===== config.mk =====
export PLATFORM = sky130hd
export DESIGN_NAME = metronome_click_generator_top
export DESIGN_NICKNAME = d
export VERILOG_FILES = /design/src/rtl/core/mcg_pkg.sv /design/src/rtl/core/mcg_front.sv /design/src/rtl/core/mcg_queue.sv /design/src/rtl/core/mcg_back.sv /design/src/rtl/core/metronome_click_generator_top.sv
export SDC_FILE = /design/constraint.sdc
export NUM_CORES = 2
export LEC_CHECK = 0
export BUFFER_PORTS_ARGS = -buffer_cell sky130_fd_sc_hd__clkbuf_2
export CAP_MARGIN = 10
export CORE_ASPECT_RATIO = 1.25
export CORE_MARGIN = 2
export CORE_UTILIZATION = 33
export DETAILED_ROUTE_END_ITERATION = 10
export PLACE_DENSITY = 0.44
export SLEW_MARGIN = 10
export SYNTH_ARGS = -nofsm -noshare
export SYNTH_HDL_FRONTEND = slang
export SYNTH_SLANG_ARGS = --single-unit

===== constraint.sdc =====
create_clock -name clk -period 10.9 [get_ports clk]
set_clock_uncertainty 0.1 [all_clocks]
set_input_delay 0.545 -clock clk [delete_from_list [all_inputs] [get_ports clk]]
set_output_delay 0.545 -clock clk [all_outputs]
set_load 0.1 [all_outputs]

===== src/rtl/core/mcg_pkg.sv =====
`default_nettype none

package mcg_pkg;

	localparam int ENV_BITS = 25;
	localparam logic [ENV_BITS-1:0] ENV_ONE = 25'h100_0000;

	// quarter-wave polynomial coefficients, Q16
	localparam logic [16:0] SIN_A = 17'd102944;
	localparam logic [16:0] SIN_B = 17'd42048;
	localparam logic [16:0] SIN_C = 17'd4640;

	typedef struct packed {
		logic [23:0] beat_frames;
		logic [15:0] click_length;
		logic [31:0] track_length;
		logic [3:0]  channel_count;
		logic [31:0] phase_step;
		logic [23:0] envelope_step;
		logic [14:0] amplitude;
	} cfg_t;

	// one classified frame, handed from the front to the back
	typedef struct packed {
		logic                run;
		logic [31:0]         phase;
		logic [ENV_BITS-1:0] env;
		logic                past;
		logic [3:0]          chans;
	} job_t;

endpackage

`default_nettype wire


===== src/rtl/core/mcg_front.sv =====
`default_nettype none

module mcg_front #(
	parameter int MAX_CHANNELS = 8
) (
	input  wire logic          clk,
	input  wire logic          arst_n,
	input  mcg_pkg::cfg_t      cfg,
	input  wire logic          in_valid,
	output logic               in_stall,
	input  wire logic          restart,
	output logic               push_valid,
	input  wire logic          push_ready,
	output mcg_pkg::job_t      push_job
);
	import mcg_pkg::*;

	logic [31:0]         fp_q, fp, fp_nx;
	logic [23:0]         ip_q, ip, ip_nx;
	logic [24:0]         ip_inc;
	logic [15:0]         ci_q, ci, ci_s, ci_nx;
	logic [31:0]         ph_q, ph, ph_s, ph_nx;
	logic [ENV_BITS-1:0] env_q, env, env_s, env_nx;
	logic                run_q, run, run_s, run_nx;
	logic                past, start, accept;
	logic [23:0]         ivl;
	logic [15:0]         clen;
	logic [3:0]          cc, chans;

	assign accept     = in_valid && push_ready;
	assign in_stall   = !push_ready;
	assign push_valid = in_valid;

	always_comb begin
		ivl = (cfg.beat_frames == '0) ? 24'd1 : cfg.beat_frames;
		clen = (cfg.click_length == '0) ? 16'd1 : cfg.click_length;
		cc = (cfg.channel_count == '0) ? 4'd1 : cfg.channel_count;
		chans = ({1'b0, cc} > 5'(MAX_CHANNELS)) ? 4'(MAX_CHANNELS) : cc;

		fp  = restart ? '0 : fp_q;
		ip  = restart ? '0 : ip_q;
		ci  = restart ? '0 : ci_q;
		ph  = restart ? '0 : ph_q;
		env = restart ? ENV_ONE : env_q;
		run = restart ? 1'b0 : run_q;

		past  = fp >= cfg.track_length;
		// a click starts only if it ends within the track
		start = !past && (ip == '0) &&
			(({1'b0, fp} + 33'(clen)) <= {1'b0, cfg.track_length});

		ci_s  = start ? '0 : ci;
		ph_s  = start ? '0 : ph;
		env_s = start ? ENV_ONE : env;
		run_s = (start || run) && !past;

		push_job.run   = run_s;
		push_job.phase = ph_s;
		push_job.env   = env_s;
		push_job.past  = past;
		push_job.chans = chans;

		ci_nx  = ci_s;
		ph_nx  = ph_s;
		env_nx = env_s;
		run_nx = run_s;
		if (run_s) begin
			ci_nx  = ci_s + 16'd1;
			ph_nx  = ph_s + cfg.phase_step;
			env_nx = (env_s > {1'b0, cfg.envelope_step}) ?
				env_s - {1'b0, cfg.envelope_step} : '0;
			run_nx = ci_nx < clen;
		end

		ip_inc = {1'b0, ip} + 25'd1;
		ip_nx  = (ip_inc >= {1'b0, ivl}) ? '0 : ip_inc[23:0];
		fp_nx  = (fp == '1) ? fp : fp + 32'd1;
	end

	always_ff @(posedge clk or negedge arst_n) begin
		if (!arst_n) begin
			fp_q  <= '0;
			ip_q  <= '0;
			ci_q  <= '0;
			ph_q  <= '0;
			env_q <= ENV_ONE;
			run_q <= 1'b0;
		end else if (accept) begin
			fp_q  <= fp_nx;
			ip_q  <= ip_nx;
			ci_q  <= ci_nx;
			ph_q  <= ph_nx;
			env_q <= env_nx;
			run_q <= run_nx;
		end
	end

endmodule

`default_nettype wire


===== src/rtl/core/mcg_queue.sv =====
`default_nettype none

module mcg_queue (
	input  wire logic     clk,
	input  wire logic     arst_n,
	input  wire logic     push_valid,
	output logic          push_ready,
	input  mcg_pkg::job_t push_job,
	output logic          pop_valid,
	input  wire logic     pop,
	output mcg_pkg::job_t pop_job
);
	import mcg_pkg::*;

	job_t       mem_q [2];
	logic       wr_q, rd_q;
	logic [1:0] cnt_q;
	logic       do_push, do_pop;

	assign push_ready = cnt_q != 2'd2;
	assign pop_valid  = cnt_q != 2'd0;
	assign pop_job    = mem_q[rd_q];
	assign do_push    = push_valid && push_ready;
	assign do_pop     = pop && pop_valid;

	always_ff @(posedge clk) begin
		if (do_push) begin
			mem_q[wr_q] <= push_job;
		end
	end

	always_ff @(posedge clk or negedge arst_n) begin
		if (!arst_n) begin
			wr_q  <= 1'b0;
			rd_q  <= 1'b0;
			cnt_q <= '0;
		end else begin
			if (do_push) begin
				wr_q <= !wr_q;
			end
			if (do_pop) begin
				rd_q <= !rd_q;
			end
			cnt_q <= cnt_q + {1'b0, do_push} - {1'b0, do_pop};
		end
	end

endmodule

`default_nettype wire


===== src/rtl/core/mcg_back.sv =====
`default_nettype none

module mcg_back #(
	parameter int SINE_TABLE_DEPTH = 1024,
	parameter int SAMPLE_BITS      = 16
) (
	input  wire logic                 clk,
	input  wire logic                 arst_n,
	input  mcg_pkg::cfg_t             cfg,
	input  wire logic                 pop_valid,
	output logic                      pop,
	input  mcg_pkg::job_t             pop_job,
	output logic                      out_valid,
	input  wire logic                 out_stall,
	output logic signed [SAMPLE_BITS-1:0] sample,
	output logic [2:0]                channel,
	output logic                      last_channel,
	output logic                      past_end
);
	import mcg_pkg::*;

	// table depth is a power of two: the entry is the top phase bits
	localparam int IDX_BITS = $clog2(SINE_TABLE_DEPTH);
	localparam logic [31:0] IDX_MASK = ~((32'd1 << (32 - IDX_BITS)) - 32'd1);
	localparam int SH = 55 - SAMPLE_BITS;
	localparam logic [55:0] RND = 56'd1 << (SH - 1);
	localparam logic [SAMPLE_BITS:0] LIM = (SAMPLE_BITS+1)'((1 << (SAMPLE_BITS - 1)) - 1);

	typedef enum logic [9:0] {
		ST_IDLE = 10'b00_0000_0001,
		ST_Z2   = 10'b00_0000_0010,
		ST_T1   = 10'b00_0000_0100,
		ST_T2   = 10'b00_0000_1000,
		ST_T3   = 10'b00_0001_0000,
		ST_MG   = 10'b00_0010_0000,
		ST_AM   = 10'b00_0100_0000,
		ST_V    = 10'b00_1000_0000,
		ST_FIN  = 10'b01_0000_0000,
		ST_HOLD = 10'b10_0000_0000
	} state_t;

	state_t                   state_q, state_nx;
	logic [54:0]              prod_q;
	logic [29:0]              mul_a;
	logic [24:0]              mul_b;
	logic [16:0]              z_q, z2_q, z_new;
	logic [15:0]              z_raw;
	logic [31:0]              p;
	logic [1:0]               quad_q;
	logic [ENV_BITS-1:0]      env_q;
	logic [24:0]              e2_q;
	logic [14:0]              mag_q, mag_nx;
	logic [17:0]              s_rnd;
	logic                     past_q;
	logic [3:0]               chans_q;
	logic [SAMPLE_BITS-1:0]   sample_q, fin_val;
	logic [55:0]              v_sum;
	logic [SAMPLE_BITS:0]     v_sh;
	logic [SAMPLE_BITS-1:0]   v_sat;

	logic                     em_busy_q, em_past_q;
	logic [SAMPLE_BITS-1:0]   em_sample_q;
	logic [3:0]               em_chans_q, em_ch_q;
	logic                     em_last, out_fire, load_ok, load;

	assign pop = (state_q == ST_IDLE) && pop_valid;

	always_comb begin
		p     = pop_job.phase & IDX_MASK;
		z_raw = p[29:14];
		z_new = p[30] ? 17'h1_0000 - {1'b0, z_raw} : {1'b0, z_raw};

		s_rnd  = {1'b0, prod_q[32:16]} + 18'd1;
		mag_nx = (s_rnd[17:1] > 17'd32767) ? 15'h7FFF : s_rnd[15:1];

		v_sum  = {1'b0, prod_q} + RND;
		v_sh   = v_sum[55:SH];
		v_sat  = (v_sh > LIM) ? LIM[SAMPLE_BITS-1:0] : v_sh[SAMPLE_BITS-1:0];
		fin_val = quad_q[1] ? SAMPLE_BITS'(0) - v_sat : v_sat;

		mul_a    = '0;
		mul_b    = '0;
		state_nx = state_q;
		unique case (state_q)
			ST_IDLE: begin
				if (pop_valid) begin
					state_nx = pop_job.run ? ST_Z2 : ST_HOLD;
				end
			end
			ST_Z2: begin
				mul_a    = 30'(z_q);
				mul_b    = 25'(z_q);
				state_nx = ST_T1;
			end
			ST_T1: begin
				mul_a    = 30'(prod_q[32:16]);
				mul_b    = 25'(SIN_C);
				state_nx = ST_T2;
			end
			ST_T2: begin
				mul_a    = 30'(z2_q);
				mul_b    = 25'(SIN_B - prod_q[32:16]);
				state_nx = ST_T3;
			end
			ST_T3: begin
				mul_a    = 30'(z_q);
				mul_b    = 25'(SIN_A - prod_q[32:16]);
				state_nx = ST_MG;
			end
			ST_MG: begin
				mul_a    = 30'(env_q);
				mul_b    = env_q;
				state_nx = ST_AM;
			end
			ST_AM: begin
				mul_a    = 30'(cfg.amplitude);
				mul_b    = 25'(mag_q);
				state_nx = ST_V;
			end
			ST_V: begin
				mul_a    = prod_q[29:0];
				mul_b    = e2_q;
				state_nx = ST_FIN;
			end
			ST_FIN: begin
				state_nx = ST_HOLD;
			end
			ST_HOLD: begin
				if (load_ok) begin
					state_nx = ST_IDLE;
				end
			end
			default: begin
				state_nx = ST_IDLE;
			end
		endcase
	end

	always_ff @(posedge clk) begin
		prod_q <= mul_a * mul_b;
		if (pop) begin
			z_q      <= z_new;
			quad_q   <= p[31:30];
			env_q    <= pop_job.env;
			past_q   <= pop_job.past;
			chans_q  <= pop_job.chans;
			sample_q <= '0;
		end
		if (state_q == ST_T1) begin
			z2_q <= prod_q[32:16];
		end
		if (state_q == ST_MG) begin
			mag_q <= mag_nx;
		end
		if (state_q == ST_AM) begin
			e2_q <= prod_q[48:24];
		end
		if (state_q == ST_FIN) begin
			sample_q <= fin_val;
		end
	end

	always_ff @(posedge clk or negedge arst_n) begin
		if (!arst_n) begin
			state_q <= ST_IDLE;
		end else begin
			state_q <= state_nx;
		end
	end

	// channel emitter: repeats one finished sample across the channels
	assign em_last  = em_ch_q == (em_chans_q - 4'd1);
	assign out_fire = em_busy_q && !out_stall;
	assign load_ok  = !em_busy_q || (out_fire && em_last);
	assign load     = (state_q == ST_HOLD) && load_ok;

	always_ff @(posedge clk) begin
		if (load) begin
			em_sample_q <= sample_q;
			em_past_q   <= past_q;
			em_chans_q  <= chans_q;
		end
	end

	always_ff @(posedge clk or negedge arst_n) begin
		if (!arst_n) begin
			em_busy_q <= 1'b0;
			em_ch_q   <= '0;
		end else if (load) begin
			em_busy_q <= 1'b1;
			em_ch_q   <= '0;
		end else if (out_fire) begin
			if (em_last) begin
				em_busy_q <= 1'b0;
			end else begin
				em_ch_q <= em_ch_q + 4'd1;
			end
		end
	end

	assign out_valid    = em_busy_q;
	assign sample       = em_sample_q;
	assign channel      = em_ch_q[2:0];
	assign last_channel = em_last;
	assign past_end     = em_past_q;

`ifndef NO_ASSERTIONS
	a_ch_in_range: assert property (@(posedge clk) disable iff (!arst_n)
		em_busy_q |-> (em_ch_q < em_chans_q))
		else $error("channel index beyond channel count");

	a_load_restarts: assert property (@(posedge clk) disable iff (!arst_n)
		load |=> (em_busy_q && em_ch_q == 4'd0))
		else $error("handover did not start at channel zero");

	a_frame_continues: assert property (@(posedge clk) disable iff (!arst_n)
		(out_fire && !em_last) |=> (em_busy_q && em_ch_q == $past(em_ch_q) + 4'd1))
		else $error("frame dropped before its last channel");

	a_pop_idle_only: assert property (@(posedge clk) disable iff (!arst_n)
		(state_q == ST_HOLD && !load_ok) |=> (state_q == ST_HOLD && !$past(pop)))
		else $error("back left hold without handing over");
`endif

endmodule

`default_nettype wire


===== src/rtl/core/metronome_click_generator_top.sv =====
// Metronome click generator.
// Input channel (in_valid / in_stall, field restart): one word per audio
// frame. restart returns the track to frame zero before the frame is made.
// Output channel (out_valid / out_stall): per frame, one word per channel
// with the frame's sample, channel index, last_channel on the final one and
// past_end once the track length is reached.
// Config: APB-style write/read port, seven 32-bit registers at 4*index.
// The front classifies a frame combinationally and parks it in a two-word
// queue. The back runs the sine polynomial and click gain through one
// shared multiplier, stepping through its multiply states for a frame
// inside a click and going straight to hold for a silent one; then the
// channel emitter sends one word per cycle while out_stall is low. The
// back works on the next frame while the emitter sends the previous one.
// A stalled receiver holds the current word; the emitter, back and queue
// fill up and then in_stall rises.
// Reset restores the register defaults, returns to frame zero and empties
// the queue and emitter.
`default_nettype none

module metronome_click_generator_top #(
	parameter int MAX_CHANNELS     = 8,
	parameter int SINE_TABLE_DEPTH = 1024,
	parameter int SAMPLE_BITS      = 16
) (
	input  wire logic                     clk,
	input  wire logic                     arst_n,
	input  wire logic                     psel,
	input  wire logic                     penable,
	input  wire logic                     pwrite,
	input  wire logic [4:0]               paddr,
	input  wire logic [31:0]              pwdata,
	output logic [31:0]                   prdata,
	output logic                          pready,
	input  wire logic                     in_valid,
	output logic                          in_stall,
	input  wire logic                     restart,
	output logic                          out_valid,
	input  wire logic                     out_stall,
	output logic signed [SAMPLE_BITS-1:0] sample,
	output logic [2:0]                    channel,
	output logic                          last_channel,
	output logic                          past_end
);
	import mcg_pkg::*;

	typedef enum logic [2:0] {
		REG_INTERVAL = 3'd0,
		REG_CLICK    = 3'd1,
		REG_TRACK    = 3'd2,
		REG_CHANNELS = 3'd3,
		REG_PHASE    = 3'd4,
		REG_ENV      = 3'd5,
		REG_AMP      = 3'd6,
		REG_NONE     = 3'd7
	} reg_idx_t;

	cfg_t     cfg_q;
	reg_idx_t idx;
	logic     wr;
	logic     push_valid, push_ready, pop_valid, pop;
	job_t     push_job, pop_job;

	assign pready = 1'b1;
	assign idx    = reg_idx_t'(paddr[4:2]);
	assign wr     = psel && penable && pwrite && pready;

	always_ff @(posedge clk or negedge arst_n) begin
		if (!arst_n) begin
			cfg_q.beat_frames     <= 24'd24000;
			cfg_q.click_length    <= 16'd480;
			cfg_q.track_length    <= 32'd480000;
			cfg_q.channel_count   <= 4'd2;
			cfg_q.phase_step      <= 32'd89478485;
			cfg_q.envelope_step   <= 24'd34952;
			cfg_q.amplitude       <= 15'd16384;
		end else if (wr) begin
			unique case (idx)
				REG_INTERVAL: cfg_q.beat_frames     <= pwdata[23:0];
				REG_CLICK:    cfg_q.click_length    <= pwdata[15:0];
				REG_TRACK:    cfg_q.track_length    <= pwdata;
				REG_CHANNELS: cfg_q.channel_count   <= pwdata[3:0];
				REG_PHASE:    cfg_q.phase_step      <= pwdata;
				REG_ENV:      cfg_q.envelope_step   <= pwdata[23:0];
				REG_AMP:      cfg_q.amplitude       <= pwdata[14:0];
				REG_NONE: begin
				end
				default: begin
				end
			endcase
		end
	end

	always_comb begin
		unique case (idx)
			REG_INTERVAL: prdata = {8'd0, cfg_q.beat_frames};
			REG_CLICK:    prdata = {16'd0, cfg_q.click_length};
			REG_TRACK:    prdata = cfg_q.track_length;
			REG_CHANNELS: prdata = {28'd0, cfg_q.channel_count};
			REG_PHASE:    prdata = cfg_q.phase_step;
			REG_ENV:      prdata = {8'd0, cfg_q.envelope_step};
			REG_AMP:      prdata = {17'd0, cfg_q.amplitude};
			REG_NONE:     prdata = '0;
			default:      prdata = '0;
		endcase
	end

	mcg_front #(
		.MAX_CHANNELS(MAX_CHANNELS)
	) u_front (
		.clk       (clk),
		.arst_n    (arst_n),
		.cfg       (cfg_q),
		.in_valid  (in_valid),
		.in_stall  (in_stall),
		.restart   (restart),
		.push_valid(push_valid),
		.push_ready(push_ready),
		.push_job  (push_job)
	);

	mcg_queue u_queue (
		.clk       (clk),
		.arst_n    (arst_n),
		.push_valid(push_valid),
		.push_ready(push_ready),
		.push_job  (push_job),
		.pop_valid (pop_valid),
		.pop       (pop),
		.pop_job   (pop_job)
	);

	mcg_back #(
		.SINE_TABLE_DEPTH(SINE_TABLE_DEPTH),
		.SAMPLE_BITS     (SAMPLE_BITS)
	) u_back (
		.clk         (clk),
		.arst_n      (arst_n),
		.cfg         (cfg_q),
		.pop_valid   (pop_valid),
		.pop         (pop),
		.pop_job     (pop_job),
		.out_valid   (out_valid),
		.out_stall   (out_stall),
		.sample      (sample),
		.channel     (channel),
		.last_channel(last_channel),
		.past_end    (past_end)
	);

endmodule

`default_nettype wire


After elaboration in Yosys (flattened, before gate mapping):

Memory sizes are Yosys's and may differ from the RTL's.
Index checks and enable logic that the tools add are counted.

* register bits after elaboration: 494
* latch bits: 0
* memory bits (writable): 126
* memory bits (read-only): 0
* bits of input ports: 45
* output and inout bits: 56
* logic and storage cells: 161
* memories: 1

Memory list
* u_queue.mem_q: depth 2, width 63, read ports 1, clocked after memory_dff 0, wr ports 1, line mcg_queue.sv:15 `job_t mem_q [2];`

* add/sub/neg operators: 16
* multipliers: 1
* div/mod/pow operators: 0
* order comparisons: 8
* eq/ne operators: 23
* shift operators: 0
* muxes and demuxes: 40
* bitwise gates (word level): 0
* reduce and logical (&&, ||, !) cells: 39

Operators with widths (number)
* one-hot mux 32 bit (8 select lines): 1
* one-hot mux 30 bit (6 select lines): 1
* one-hot mux 25 bit (7 select lines): 1
* 2-to-1 mux 32 bit: 5
* 2-to-1 mux 16 bit: 9
* 2-to-1 mux 25 bit: 4
* one-hot mux 10 bit (10 select lines): 1
* 2-to-1 mux 24 bit: 3
* adder 55 x 39 -> 56 bit, second input constant: 1
* multiplier 30 x 25 -> 55 bit: 1
* logical NOT 24 bit: 2
* greater-than comparator 17 x 15 -> 1 bit, second input constant: 2
* adder 32 x 16 -> 33 bit: 1
* <= comparator 33 x 32 -> 1 bit: 1
* adder 32 x 1 -> 32 bit, second input constant: 1
* adder 32 bit: 1
* equality test 32 bit, second input constant: 1
* >= comparator 32 bit: 1
* 2-to-1 mux 10 bit: 3
* adder 24 x 1 -> 25 bit, second input constant: 1
* >= comparator 25 x 24 -> 1 bit: 1
* greater-than comparator 25 x 24 -> 1 bit: 1
* subtractor 25 x 24 -> 25 bit: 1
* 2-to-1 mux 4 bit: 5
* 38 further kinds: 78

Logic depth before layout (Yosys ltp):

* depth after elaboration: 9
* mapped depth: 42
* gate-level depth less buffers: 39

Modules after synthesis:

A second synthesis with hierarchy kept.

* cells, all modules: 5978
* area total of the unflattened synthesis: 57818.0 µm²

By module, submodules not included
* mcg_back: instances 1, cells an instance 3641, area each 33078.0 µm², sequential area each 5501.5 µm²
* mcg_front: instances 1, cells an instance 1578, area each 13220.2 µm², sequential area each 3254.4 µm²
* metronome_click_generator_top: instances 1, cells an instance 541, area each 6754.0 µm², sequential area each 3726.1 µm²
* mcg_queue: instances 1, cells an instance 218, area each 4765.8 µm², sequential area each 3883.7 µm²

Worst setup path before layout:

Ideal clock, no wire load.

* path kind: flip-flop to flip-flop
* start point: register u_back.state_q[4]
* end point: register u_back.prod_q[53]
* setup time: 0.106 ns
* arrival: 9.335 ns
* data required time: 10.694 ns
* setup slack: 1.359 ns
* stages on the path, launching flop included: 33
* path buffers: 4
* period minus slack after synthesis: 9.541 ns
* path through: dfrtp_1 nor4_1 nand3_1 nor3b_1 clkbuf_1 buf_1 a221o_1 clkbuf_1 nand2_1 fa_1 inv_1 fa_1 inv_1 fa_1 fa_1 inv_1 fa_1 fa_1 inv_1 fa_1 inv_1 ha_1 clkbuf_1 a211oi_1 a31oi_1 nand3_1 a21o_1 a21o_1 a21oi_1 o21ai_0 a211oi_1 a21oi_1 o311ai_0

* longest elaborated chain between the ends: 4
* elaborated cells between the ends (all ways): 11
* classes of those cells: mul (1); eq/ne (7); mux (2); reduce/logical (1)

RTL lines
* from (decl): line mcg_back.sv:42 `state_t state_q, state_nx;`
* from (signal assigned): line mcg_back.sv:167 `state_q <= state_nx;`
* equality test 10 x 2 -> 1 bit or equality test 10 x 5 -> 1 bit (tied branches): line mcg_back.sv:84 `unique case (state_q)`
* OR reduction 2 bit (no source line)
* one-hot mux 30 bit (6 select lines): line mcg_back.sv:84
* multiplier 30 x 25 -> 55 bit (*): line mcg_back.sv:140 `prod_q <= mul_a * mul_b;`
* to (signal assigned): line mcg_back.sv:140
* to (decl): line mcg_back.sv:43 `logic [54:0] prod_q;`

Every way passes the cells marked *; elsewhere a longest branch is shown, timed or not.
A chain may end at the register's enable or synchronous reset.

Worst setup path in the final report:

* start point: register u_back.state_q[7]
* end point: register u_back.prod_q[49]

The elaborated chain is that of the path after synthesis.

==> run metrics <==
status=finished clean; path category of the worst min-delay check=in -> reg; yosys synthesis warning count=0; CTS tree=built; number of routed nets with antenna violations=0; count of pins on the block boundary=between 100 and 150; sequential element share of the synthesized area=0.2710; total of endpoints with negative setup slack in the final report=0; Std-Cell Rows=168; count of different cell masters after synthesis=94; via total after detailed routing=between 40000 and 50000; Pwr per Cell Area=roughly 120 nW/um^2; number of buffers added for setup after CTS=0; critical path endpoint category=register; proportion of netlist area held by the largest area contributor=0.2322; DRT Wirelength=187300 microns; grt ovf=0; Worst setup SP type=register; Max Buffers Root-to-Sink=3; DP Wirelength=between 150000 and 200000 microns; clock transition at the registers of the reported paths=around 0.060 ns; chip height=between 400 and 500 microns; Net count, final=7156; cell family with the largest share of critical-path delay=adder cells; P_leak=roughly 0.028 uW; Synth area leader=sky130_fd_sc_hd__fa_1; average cell area after synthesis=approximately 9.2 sq um; Worst slew margin=0.2396; DRT iter0 DRCs=between 2000 and 2500; total global routing track utilization=0.2207; final weighted congestion in routability-driven placement=about 0.88; Post-Synthesis Cell Area=55520 sq um; number of CTS-inserted buffers=59; drc violations=0; ratio of final minimum period to clock period=0.9411; number of antenna violations at the first check in global routing=3; Buf+Inv Stages, Crit Path=10; CP dominant cell by count=sky130_fd_sc_hd__fa_1; width of the chip=roughly 370 microns; min cycle time layout=10.26 ns; register bit count reported by yosys=567; H-tree lvl count=2; number of synthesized flops with an enable pin=between 200 and 250; RSZ-0062 raised after global routing=no; number of cells produced by synthesis=6012; CTS Root Buffer Type=sky130_fd_sc_hd__clkbuf_16; f_max=between 90 and 100 MHz; area taken by flip-flops and latches=around 15000 sq um; setup tns final=0 ns; growth of design area from synthesis to finish=10.58%; WP data required=about 11 ns; critical path's largest stage delay=approximately 0.55 ns; DR pass1 iterations=6; Die Footprint=about 170000 sq um; standard cell with the maximum stage delay on the critical path=sky130_fd_sc_hd__fa_1; routed via count divided by cell count=5.074; proportion of layout cells with a drive suffix above 1=0.09919; number of global-route vias before repair=44890; Least-Margin Pin Slew=around 1.1 ns; initial cell density of the core=0.3318; post-synthesis net count=just over 7000; final slew viol count=0; dominant cells by area after synthesis=sky130_fd_sc_hd__fa_1 (23%), sky130_fd_sc_hd__edfxtp_1 (12%), sky130_fd_sc_hd__dfrtp_1 (12%); WP data arrival=around 11 ns; insertion delay of the later-clocked pin in the worst-skew pair=about 0.66 ns; fraction of synthesis flops using an asynchronous set or reset pin=0.5220; most common flop cell mapped by yosys=sky130_fd_sc_hd__dfrtp_1; max-cap check violation count=0; Sinks on Clock Net=approximately 570; footprint of the multi-input gates=approximately 36000 sq um; pin count of the biggest net entering global routing=92; total of buffers placed on input and output ports=just under 100; endpoints failing hold=0; tightest hold margin=roughly 0.053 ns; Worst Path Class, Setup=reg -> reg; global-route wire length before repair=between 200000 and 300000 microns; number of fillers in the final layout=between 15000 and 20000; wire per inst=between 20 and 25 microns; Critical Path Fanout Max=30; maximum vdd ir drop=roughly 0.14 mV; core region area=167300 sq um
==> cells by family (layout without fill, tap and decap cells) <==
kind of cell	count (synthesis)	in the layout	synth area share
and+or+nand+nor	1921	1921	0.1531
buffers and inverters	1195	1323	0.08293
adders and majority gates	1021	1021	0.3171
AOI/OAI and AO/OA	936	936	0.1117
DFF	567	567	0.2710
xor gates and xnor gates	239	239	0.03770
muxes	132	132	0.02641
other	1	4	0.00006754
==> metrics by stage <==
stage               setup slack [ns]  std cells  utilization  cell area [sq um]  power, uW
floorplan                      1.359       6012            -              55520       4646
global placement              0.6321       8237       0.3547              59340       5564
detailed placement            0.6069       8237       0.3547              59340       5597
CTS                           0.5126       8350       0.3668              61380       7779
global route                  0.1079       8351       0.3669              61390       8077
finish                        0.6425       8353       0.3670              61400       7669
==> layout by cell type, fill, tap and decap left out, drive strengths merged, types with 53 or more instances in the layout <==
master	synthesis	layout
inv	909	911
buf	55	204
clkbuf	229	176
o21ai	251	251
dfxtp	55	55
mux2	106	106
xnor2	145	145
a21oi	235	235
fa	644	644
nor2	507	507
ha	377	377
xor2	94	94
nand3	84	84
and2	88	88
edfxtp	216	216
nor2b	53	53
a21o	80	80
nand4	57	57
dfrtp	256	256
nand2	892	892
==> path summary, 6_finish.rpt <==
path | start | endpoint | slack [ns] | cells past startpoint
worst min register to register | u_back.sample_q[2] | u_back.sample[2] | 0.31 | 0
min in group asynchronous | arst_n | u_front.fp_q[25] | 0.39 | 2
max in group asynchronous | arst_n | u_front.ip_q[20] | 8.27 | 4
worst max-delay path | u_back.state_q[7] | u_back.prod_q[49] | 0.64 | 37
worst min-delay path | pwdata[27] | cfg_q[102] | 0.05 | 3
worst max register to register | u_back.state_q[7] | u_back.prod_q[49] | 0.64 | 37
==> cells in the mapped netlist (52+ instances only) <==
cell and n:
sky130_fd_sc_hd__dfxtp_1 55, sky130_fd_sc_hd__nand2_1 892, sky130_fd_sc_hd__o21ai_0 244, sky130_fd_sc_hd__edfxtp_1 216, sky130_fd_sc_hd__a21oi_1 233, sky130_fd_sc_hd__clkbuf_1 229, sky130_fd_sc_hd__inv_1 909, sky130_fd_sc_hd__xnor2_1 145
sky130_fd_sc_hd__and3_1 52, sky130_fd_sc_hd__mux2_2 106, sky130_fd_sc_hd__nand3_1 83, sky130_fd_sc_hd__a21o_1 80, sky130_fd_sc_hd__dfrtp_1 256, sky130_fd_sc_hd__fa_1 644, sky130_fd_sc_hd__and2_1 86, sky130_fd_sc_hd__nand4_1 57
sky130_fd_sc_hd__nor2b_1 53, sky130_fd_sc_hd__xor2_1 94, sky130_fd_sc_hd__nor2_1 506, sky130_fd_sc_hd__ha_1 377
==> report_power, final <==
group	leakage (uW)	switching (uW)	internal (uW)
sequential	0.00616	329	2780
combinational	0.0211	1640	770
clock	0.000987	920	1230
total	0.0283	2890	4780
==> metal layers <==
| metal | vias to the layer above | share of wire | track usage |
|---|---|---|---|
| li1 | 19740 | - | - |
| met1 | 21530 | 0.40 | 0.2659 |
| met2 | 853 | 0.52 | 0.4073 |
| met3 | 252 | 0.034 | 0.01936 |
| met4 | 2 | 0.039 | 0.07514 |
| met5 | - | 0.000048 | 0 |
==> repair_timing <==
action / 4_1_cts / 5_1_grt
hold endpoints to repair: 76 / 0
hold buffers: 2 / 0
endpoints found under the setup margin: 0 / 1
gates resized for setup: 0 / 2
==> registers in the layout (all words and copies together) (netlist names), 15 cells and up <==
name	count
u_front.ci_q	16
u_back.env_q	25
cfg_q	147
u_back.z2_q	17
u_back.e2_q	25
u_front.ph_q	32
u_back.prod_q	55
u_front.ip_q	24
u_front.env_q	25
u_back.sample_q	16
u_front.fp_q	32
u_queue.mem_q	82
u_back.mag_q	15
u_back.sample	16
==> layout make-up <==
cell class | count | area share
flip-flops and latches | 567 | 0.2450
well taps | 2210 | 0.04504
multi-input cells | 4250 | 0.5865
diodes | 3 | 0.0001223
repair buffers | 301 | 0.03472
clock inverters | 30 | 0.005421
inverters | 911 | 0.05569
clock buffers | 81 | 0.02743
==> tightest hold or removal path, cell delays in order <==
cell                       delay, ns
sky130_fd_sc_hd__clkbuf_2       0.11
sky130_fd_sc_hd__nand2_1        0.05
sky130_fd_sc_hd__o21ai_0        0.06
No activity file was read; power rests on OpenSTA's default activity.
